==> config.mk <==
export PLATFORM = sky130hd
export DESIGN_NAME = ccr2d_mac
export DESIGN_NICKNAME = d
export VERILOG_FILES = /design/src/ccr2d_pkg.sv /design/src/ccr2d_mac.sv
export SDC_FILE = /design/constraint.sdc
export NUM_CORES = 1
export LEC_CHECK = 0
export CAP_MARGIN = 20
export CORE_MARGIN = 2
export CORE_UTILIZATION = 59
export DETAILED_ROUTE_END_ITERATION = 10
export DONT_BUFFER_PORTS = 1
export GPL_TIMING_DRIVEN = 0
export PLACE_DENSITY = 0.71
export REMOVE_ABC_BUFFERS = 1
export SETUP_SLACK_MARGIN = 0.05
export SYNTH_ARGS = -nofsm -noshare
export SYNTH_HDL_FRONTEND = slang
export SYNTH_SLANG_ARGS = --single-unit
==> constraint.sdc <==
create_clock -name clk -period 5.05 [get_ports clk]
set_clock_uncertainty 0.2 [all_clocks]
set_input_delay 0.7575 -clock clk [delete_from_list [all_inputs] [get_ports clk]]
set_output_delay 0.7575 -clock clk [all_outputs]
set_load 0.02 [all_outputs]
==> src/ccr2d_pkg.sv <==
// Package for the 2-D cross-correlation block: field widths, action codes,
// register indexes and the control word handed to the multiply-accumulate unit.
// No dependencies.
package ccr2d_pkg;

	localparam int SAMPLE_W  = 16;
	localparam int PROD_W    = 32;
	localparam int SUM_W     = 38;
	localparam int POS_IN_W  = 6;
	localparam int IMG_CFG_W = 6;
	localparam int KER_CFG_W = 4;
	localparam int CFG_AW    = 5;
	localparam int CFG_DW    = 32;

	localparam int DEF_MAX_IMAGE_SIDE  = 32;
	localparam int DEF_MAX_KERNEL_SIDE = 8;

	localparam logic [1:0] ACT_KERNEL  = 2'd0;
	localparam logic [1:0] ACT_IMAGE   = 2'd1;
	localparam logic [1:0] ACT_REQUEST = 2'd2;

	localparam logic [2:0] REG_IMAGE_ROWS  = 3'd0;
	localparam logic [2:0] REG_IMAGE_COLS  = 3'd1;
	localparam logic [2:0] REG_KERNEL_ROWS = 3'd2;
	localparam logic [2:0] REG_KERNEL_COLS = 3'd3;
	localparam logic [2:0] REG_FULL_MODE   = 3'd4;

	typedef struct packed {
		logic valid;
		logic clear;
		logic keep;
		logic last;
	} mac_ctl_t;

endpackage

==> src/ccr2d_mac.sv <==
// Multiply-accumulate pipeline: product register, then 38-bit wrapping accumulator.
// Control word arrives with the memory read addresses; data in the cycle after.
// Depends on ccr2d_pkg.
module ccr2d_mac (
	input  logic                                    clk,
	input  logic                                    arst_n,
	input  ccr2d_pkg::mac_ctl_t                     ctl,
	input  logic signed [ccr2d_pkg::SAMPLE_W-1:0]   kdata,
	input  logic signed [ccr2d_pkg::SAMPLE_W-1:0]   idata,
	output logic signed [ccr2d_pkg::SUM_W-1:0]      acc,
	output logic                                    done
);
	import ccr2d_pkg::*;

	mac_ctl_t                   ctl_s1;
	mac_ctl_t                   ctl_s2;
	logic signed [PROD_W-1:0]   prod_s2;
	logic signed [SUM_W-1:0]    acc_q;
	logic                       done_q;

	always_ff @(posedge clk or negedge arst_n) begin
		if (!arst_n) begin
			ctl_s1 <= '0;
			ctl_s2 <= '0;
			done_q <= 1'b0;
		end else begin
			ctl_s1 <= ctl;
			ctl_s2 <= ctl_s1;
			done_q <= ctl_s2.valid && ctl_s2.last;
		end
	end

	always_ff @(posedge clk) begin
		prod_s2 <= ctl_s1.keep ? PROD_W'(kdata * idata) : '0;
		if (ctl_s2.valid) begin
			acc_q <= (ctl_s2.clear ? '0 : acc_q) + SUM_W'(prod_s2);
		end
	end

	assign acc  = acc_q;
	assign done = done_q;

endmodule

-- After elaboration in Yosys (flattened, before gate mapping)
Index checks and enable logic that the tools add are counted.
- bits in registers: 78
- bits in latches: 0
- memory bits (writable): 0
- memory bits (read-only): 0
- bits of input ports: 38
- output and inout bits: 39
- word-level logic and storage cells: 14
- memories kept: 0
- add/sub/neg operators: 1
- multiply operators: 1
- div/mod/pow operators: 0
- $lt $le $gt $ge: 0
- eq/ne operators: 0
- shift-type cells: 0
- multiplexer cells: 1
- bitwise gates (word level): 0
- reductions and logical operators: 1
- operators by type and width (cell ; count):
    $add 38x38->38 ; 1
    $mux 38 ; 1
    $mul 16x16->32 ; 1
    $logic_and 1x1->1 ; 1

-- Longest topological paths before layout
Gate-level depths: netlist of the first run.
- word-level depth: 2
- mapped depth: 22
- mapped depth without buffers: 21

-- Worst setup path after synthesis of the first run
Ideal clock, no wire load.
- kind: input-to-reg
- start: input port kdata[15] (netlist bit)
- end: register prod_s2[27]
- setup time: 116 ps
- arrival time: 6099 ps
- required time: 4734 ps
- slack: -1365 ps
- cell stages on the path: 19
- path buffers: 1
- cells stage by stage: clkbuf_1 > nand2_1 > inv_1 > fa_1 > fa_1 > fa_1 > fa_1 > fa_1 > inv_1 > fa_1 > inv_1 > ha_1 > a21o_1 > a21o_1 > a21o_1 > a21oi_1 > o31ai_1 > a211o_1 > and3_1
- cells in the longest elaborated chain, start to end: 1
- ends and longest elaborated chain (element ; line ; text):
    start: declaration ; ccr2d_mac.sv:8 ; input logic signed [ccr2d_pkg::SAMPLE_W-1:0] kdata,
    $mul 16x16->32 ; ccr2d_mac.sv:34 ; prod_s2 <= ctl_s1.keep ? PROD_W'(kdata * idata) : '0;
    end signal: assignment ; ccr2d_mac.sv:34 ;
    end: declaration ; ccr2d_mac.sv:17 ; logic signed [PROD_W-1:0] prod_s2;
No other way between the ends.
A chain may end at the register's enable or synchronous reset.

-- Final worst setup path of the first run
- start: input port idata[4] (netlist bit)
- end: register prod_s2[29]
- cells in the longest elaborated chain, start to end: 1
- ends and longest elaborated chain (element ; line ; text):
    start: declaration ; ccr2d_mac.sv:9 ; input logic signed [ccr2d_pkg::SAMPLE_W-1:0] idata,
    $mul 16x16->32 ; ccr2d_mac.sv:34 ;
No other way between the ends.

==> results.toml, run 1 <==
[route]
drt-wirelength-per-cell_um = 17.44
routed_via_density = 5.554
dr.pass1.iters = 5
wl_um = 32190
drtIter0Drc = 590
ant_nets = 0
vias = 10252
remaining_drc_errors = 0

[synth]
synth.largest_area_cell = "fa_1"
synth_top_cell_area_share_pct = 37.01
ys_seq_elements = 78
yosysWarnings = 0
synth_edf_count = 38
synth_area_mm2 = 0.01422
synthArstFlopShare_pct = 10.26
synth_cell_types = 63
synthTopCellsByArea = "fa_1, ha_1, edfxtp_1"
synth_ff_type = "edfxtp_1"
synthCells = 1522
yosysSeqAreaShare_pct = 13.93
avgSynthCellArea_um2 = 9.346

[worst_setup_path]
crit_family = "adder cells"
cp_slowest_stage_delay_ns = 0.53
crit_path_start = "idata[4]"
critPathArrivalTime_ns = 5.84
ff2ff_path_depth = 13
crit_path_frequent_cell = "fa_1"
r2r-start = "ctl_s2[2]$_DFF_PN0_"
crit_slowest_cell = "fa_1"
startpoint_type = "input pin"
path_cells = "and2_1 > fa_1 > inv_1 > fa_1 > fa_1 > inv_2 > fa_2 > fa_1 > inv_1 > fa_1 > inv_2 > ha_4 > and4_4 > a21oi_4 > nor3b_4 > o21bai_2 > o21ai_4 > o221a_4 > buf_4 > a211o_1"
required_ns = 5.07
end_kind = "register"
crit_path_max_fanout = 16
cp.depth = 20
cp_num_buf_inv = 5
path_class = "in -> reg"

[clock_tree]
cts.reportedPaths.clkPinSlew_ns = 0.06
clk-insertion-delay-late_ns = 0.34
cts.htree.levels = 3
cts_buffers = 9
cts_buffer_depth = 2
cts.sinks = 78
cts_root_buffer = "clkbuf_16"
tritoncts = "yes"

[min_path]
min_path_type = "reg -> reg"
min_path_cells = 0
min-delay-start = "ctl_s1[3]$_DFF_PN0_"

[global_route]
grt_pass1_vias = 11143
grt_pass1_wl_um = 53960
track_usage_pct = 26.12
grt_max_degree = 40
overflow = 0
grt_antenna_before_repair = 0

[timing]
relSlewSlack_pct = 41.39
fin_crit_sh_pct = 115.2
rsz0062_at_grt = "yes"
maxSlewViolCount = 0
tightest_slew_ns = 0.8792
setup_viol = 19
fin_crit_ns = 5.818
whs_ns = 0.1477
hold_viol_final = 0
fmax_ghz = 0.1719
setup_slack_ns = -0.7678

[floorplan]
rows = 56
ios = 77
die_area_mm2 = 0.02537
die_x_um = 159.3
coreArea_mm2 = 0.02354
start_util_pct = 60.42
die_y_um = 159.3

[cells_and_area]
fin_area_mm2 = 0.01572
drive_gt1_share_pct = 11.92
area_growth_pct = 10.48
diodes = 0
nets = 1942
final_core_util_pct = 66.75
fill_cells = 1910

[placement]
place_hpwl_um = 24870
gp_congestion = 0.8695
postPlaceCellArea_mm2 = 0.01448
io_buffers = 0

[outcome]
violations = "negative setup slack"
status = "complete, but fails checks"

[flow_run]
drv_cap = 0
worst paths after layout:
check                      slack (ns)                      to
max in group asynchronous        3.81     ctl_s2[3]$_DFF_PN0_
min reg2reg                      0.15     ctl_s2[3]$_DFF_PN0_
min in group asynchronous        0.56     ctl_s2[2]$_DFF_PN0_
max                             -0.77  prod_s2[29]$_SDFF_PN0_
max reg2reg                      1.04       acc[36]$_DFFE_PP_
min                              0.15     ctl_s2[3]$_DFF_PN0_
registers in the layout, summed over array words and instances (netlist names):
name,cells
ctl_s2,3
prod_s2,32
ctl_s1,4
acc,38
done,1
repair_timing:
action,4_1_cts,5_1_grt
setup endpoints to repair,21,21
gates resized for setup,91,61
hold buffers,1,0
endpoints found under the hold margin,8,0
setup buffers,19,13
pin swaps,63,48
metal layers:
layer  global-route usage [%]  part of all wire, %  vias up
li1                         -                    -     4767
met1                    35.98                   46     5173
met2                    44.19                   47      273
met3                    4.194                  5.4       39
met4                    5.372                  1.7        0
met5                        0                    0        -
Yosys cell counts, types with 12 or more instances:
cell type	instances
inv_1	300
fa_1	263
nand2_1	152
and2_1	134
ha_1	119
nor2_1	61
a21oi_1	46
clkbuf_1	43
nor2b_1	39
edfxtp_1	38
xnor2_1	38
dfxtp_1	32
nor3_1	24
o21ai_0	24
a21o_1	22
o21a_1	16
nand3_1	14
xor2_1	14
nand2b_1	12
area by class of cell:
class                           instances  area (um2)  area share [%]
Multi-Input combinational cell       1099       11560           73.54
Sequential cell                        78        1983           12.62
Inverter                              300        1132           7.205
Tap cell                              319       399.1           2.540
Timing Repair Buffer                   34       316.6           2.014
Clock buffer                           11       275.3           1.752
Clock inverter                          5       51.30          0.3264
placed cells by master (no fill, tap or decap), types with 10 or more instances in the layout:
| cell type | count |
|---|---|
| a21oi_1 | 39 |
| fa_2 | 18 |
| nor3_1 | 21 |
| buf_4 | 25 |
| inv_2 | 23 |
| inv_1 | 275 |
| ha_1 | 101 |
| a211oi_1 | 10 |
| and2_1 | 126 |
| nor2_1 | 55 |
| nand2_1 | 146 |
| fa_1 | 245 |
| nand3_1 | 13 |
| ha_4 | 17 |
| clkbuf_16 | 11 |
| edfxtp_1 | 38 |
| xor2_1 | 14 |
| o21a_1 | 16 |
| xnor2_1 | 37 |
| o21ai_0 | 21 |
| a21o_1 | 22 |
| nor2b_1 | 39 |
| dfxtp_1 | 32 |
| nand2b_1 | 12 |
cell families after synthesis:
| group | synth area share (%) |
|---|---|
| adder cells (fa/ha/maj) | 47.48 |
| buffers and inverters | 9.121 |
| multiplexers | 0.2111 |
| XOR/XNOR | 3.202 |
| flip-flops | 13.93 |
| AO/OA/AOI/OAI | 8.735 |
| AND/OR/NAND/NOR | 17.32 |
per-stage QoR:
step                      worst slack [ns]  instances  TNS [ns]
final                              -0.7678       1846    -10.91
after global routing               -0.8815       1846    -13.48
after CTS                          -0.7086       1833    -9.587
after detailed placement            -1.656       1797    -24.79
after global placement              -1.621       1796    -23.80
after floorplan                     -1.132       1477    -16.56
Power of run 1 is not shown: default switching activity piles up to over one toggle a cycle in this logic, so the estimate is an artifact.
==> inputs of run 2 (changes only) <==
--- a/config.mk
+++ b/config.mk
@@ -11,7 +11,7 @@
 export DETAILED_ROUTE_END_ITERATION = 10
 export DONT_BUFFER_PORTS = 1
 export GPL_TIMING_DRIVEN = 0
-export PLACE_DENSITY = 0.71
+export PLACE_DENSITY = 0.74
 export REMOVE_ABC_BUFFERS = 1
 export SETUP_SLACK_MARGIN = 0.05
 export SYNTH_ARGS = -nofsm -noshare
==> constraint.sdc (replaced) <==
create_clock -name clk -period 5.15 [get_ports clk]
set_clock_uncertainty 0.2 [all_clocks]
set_input_delay 0.7725 -clock clk [delete_from_list [all_inputs] [get_ports clk]]
set_output_delay 0.7725 -clock clk [all_outputs]
set_load 0.02 [all_outputs]
==> run 2 against run 1 <==
Effect of this change: the flow still finishes with violations (negative setup slack); clock-buffer cell count fell by 2; die area did not move; via count about the same; first-iteration DRC count increased by 14%; utilization decreased by 0.73 points; critical path type unchanged; cell count fell by 0.27%.
==> results.toml, run 2 (synthesized netlist as in run 1, its figures left out) <==
[timing]
hold_viol_final = 0
fin_setup_tns_ns = -10.25
fin_crit_sh_pct = 113.7
setup_slack_ns = -0.7063
setup_viol = 20
tightest_slew_ns = 0.8429
fmax_ghz = 0.1708
relSlewSlack_pct = 43.81
maxSlewViolCount = 0
whs_ns = 0.1509
rsz0062_at_grt = "yes"
fin_crit_ns = 5.856

[clock_tree]
tritoncts = "yes"
cts.reportedPaths.clkPinSlew_ns = 0.06
clk-insertion-delay-late_ns = 0.34
cts.htree.levels = 3
cts_buffers = 9
cts_buffer_depth = 2
cts.sinks = 78
cts_root_buffer = "clkbuf_16"

[worst_setup_path]
path_class = "in -> reg"
r2r_end = "acc[19]$_DFFE_PP_"
crit_path_max_fanout = 16
end_kind = "register"
reg2reg_setup_slack_ns = 1.24
critPathArrivalTime_ns = 5.86
required_ns = 5.15
startpoint_type = "input pin"
ff2ff_path_depth = 11
r2r-start = "ctl_s2[2]$_DFF_PN0_"

[cells_and_area]
nets = 1937
drive_gt1_share_pct = 9.330
area_growth_pct = 9.271
diodes = 0
fin_cells = 1841
final_core_util_pct = 66.02
final_cell_mix = "inv_1, fa_1, nand2_1, and2_1, ha_1"
largest_reg_flops = 38
final_common_cell = "inv_1"
fill_cells = 1867

[global_route]
grt_pass1_vias = 11280
track_usage_pct = 26.17
overflow = 0
grt_antenna_before_repair = 0
grt_max_degree = 40
grt_pass1_wl_um = 54010

[outcome]
status = "complete, but fails checks"
violations = "negative setup slack"

[placement]
place_hpwl_um = 24900
dp_cells = 1797
io_buffers = 0
gp_congestion = 0.8954

[floorplan]
die_y_um = 159.3
rows = 56
ios = 77
die_x_um = 159.3
die_area_mm2 = 0.02537
coreArea_mm2 = 0.02354
start_util_pct = 60.42

[route]
vias = 10247
wl_um = 31640
drtIter0Drc = 671
ant_nets = 0
remaining_drc_errors = 0
routed_via_density = 5.566
drt-wirelength-per-cell_um = 17.19
dr.pass1.iters = 5

[flow_run]
drv_cap = 0

[min_path]
hold_path_end = "ctl_s2[3]$_DFF_PN0_"
min_path_type = "reg -> reg"
min_path_cells = 0
min-delay-start = "ctl_s1[3]$_DFF_PN0_"
==> run 2: cell count changes in the layout (fill, tap and decap cells not counted), moves of 4 or more <==
| cell | previous run | this run |
|---|---|---|
| inv_2 | 23 | 9 |
| and2_4 | 8 | 3 |
| inv_1 | 275 | 290 |
| fa_2 | 18 | 14 |
| and2_1 | 126 | 131 |
| fa_1 | 245 | 249 |
| nor2_2 | 6 | 2 |
==> run 2: routing by layer <==
| layer | up-vias | global-route usage (%) | share of wire, % | wire, um |
|---|---|---|---|---|
| li1 | 4761 | - | - | - |
| met1 | 5093 | 34.88 | 43 | 13710 |
| met2 | 329 | 44.84 | 48 | 15230 |
| met3 | 64 | 4.376 | 6.5 | 2044 |
| met4 | 0 | 6.777 | 2.1 | 657 |
| met5 | - | 0 | 0 | 0 |
==> run 2: how the worst max path moves through the flow <==
stage                                        end      start  slack [ns]  cells after the start
after detailed placement  prod_s2[29]$_SDFF_PN0_  idata[15]       -1.62                     19
after floorplan           prod_s2[28]$_SDFF_PN0_   idata[4]       -1.05                     20
final                     prod_s2[20]$_SDFF_PN0_   idata[4]       -0.71                     21
after CTS                 prod_s2[24]$_SDFF_PN0_   idata[6]       -0.59                     20
after global placement    prod_s2[29]$_SDFF_PN0_  idata[15]       -1.54                     19
after global routing      prod_s2[31]$_SDFF_PN0_  idata[15]       -0.89                     20
==> run 2: worst max-delay path, cell delays in order <==
cell and delay, ns:
and2_1 0.16, fa_1 0.55, inv_1 0.05, fa_1 0.39, fa_1 0.47, fa_1 0.49
inv_1 0.05, fa_1 0.52, inv_1 0.05, fa_1 0.49, inv_2 0.05, ha_4 0.23
a21o_1 0.17, nand2_2 0.06, or3b_1 0.37, o221a_4 0.28, o21ai_4 0.22, buf_4 0.16
buf_6 0.09, xor2_1 0.15, nor2_1 0.06
==> run 2: final cells by class <==
type | count | area [um2] | area share, %
Clock buffer | 9 | 225.2 | 1.449
Multi-Input combinational cell | 1099 | 11450 | 73.68
Clock inverter | 7 | 95.09 | 0.6118
Sequential cell | 78 | 1983 | 12.76
Tap cell | 319 | 399.1 | 2.568
Inverter | 300 | 1130 | 7.269
Timing Repair Buffer | 29 | 259.0 | 1.666
==> run 2: repair_timing <==
item | CTS | global route
hold endpoints to repair | 8 | 0
hold buffers | 1 | 0
setup buffers | 21 | 7
setup endpoints to repair | 20 | 21
pin swaps | 62 | 15
resized for setup | 80 | 28
==> run 2: through the flow <==
step,instance area [um2],setup WS (ns)
finish,15540,-0.7063
global route,15540,-0.8878
CTS,15370,-0.5902
detailed placement,14480,-1.621
global placement,14450,-1.538
floorplan,14050,-1.047
Power of run 2 is left out for the same reason.
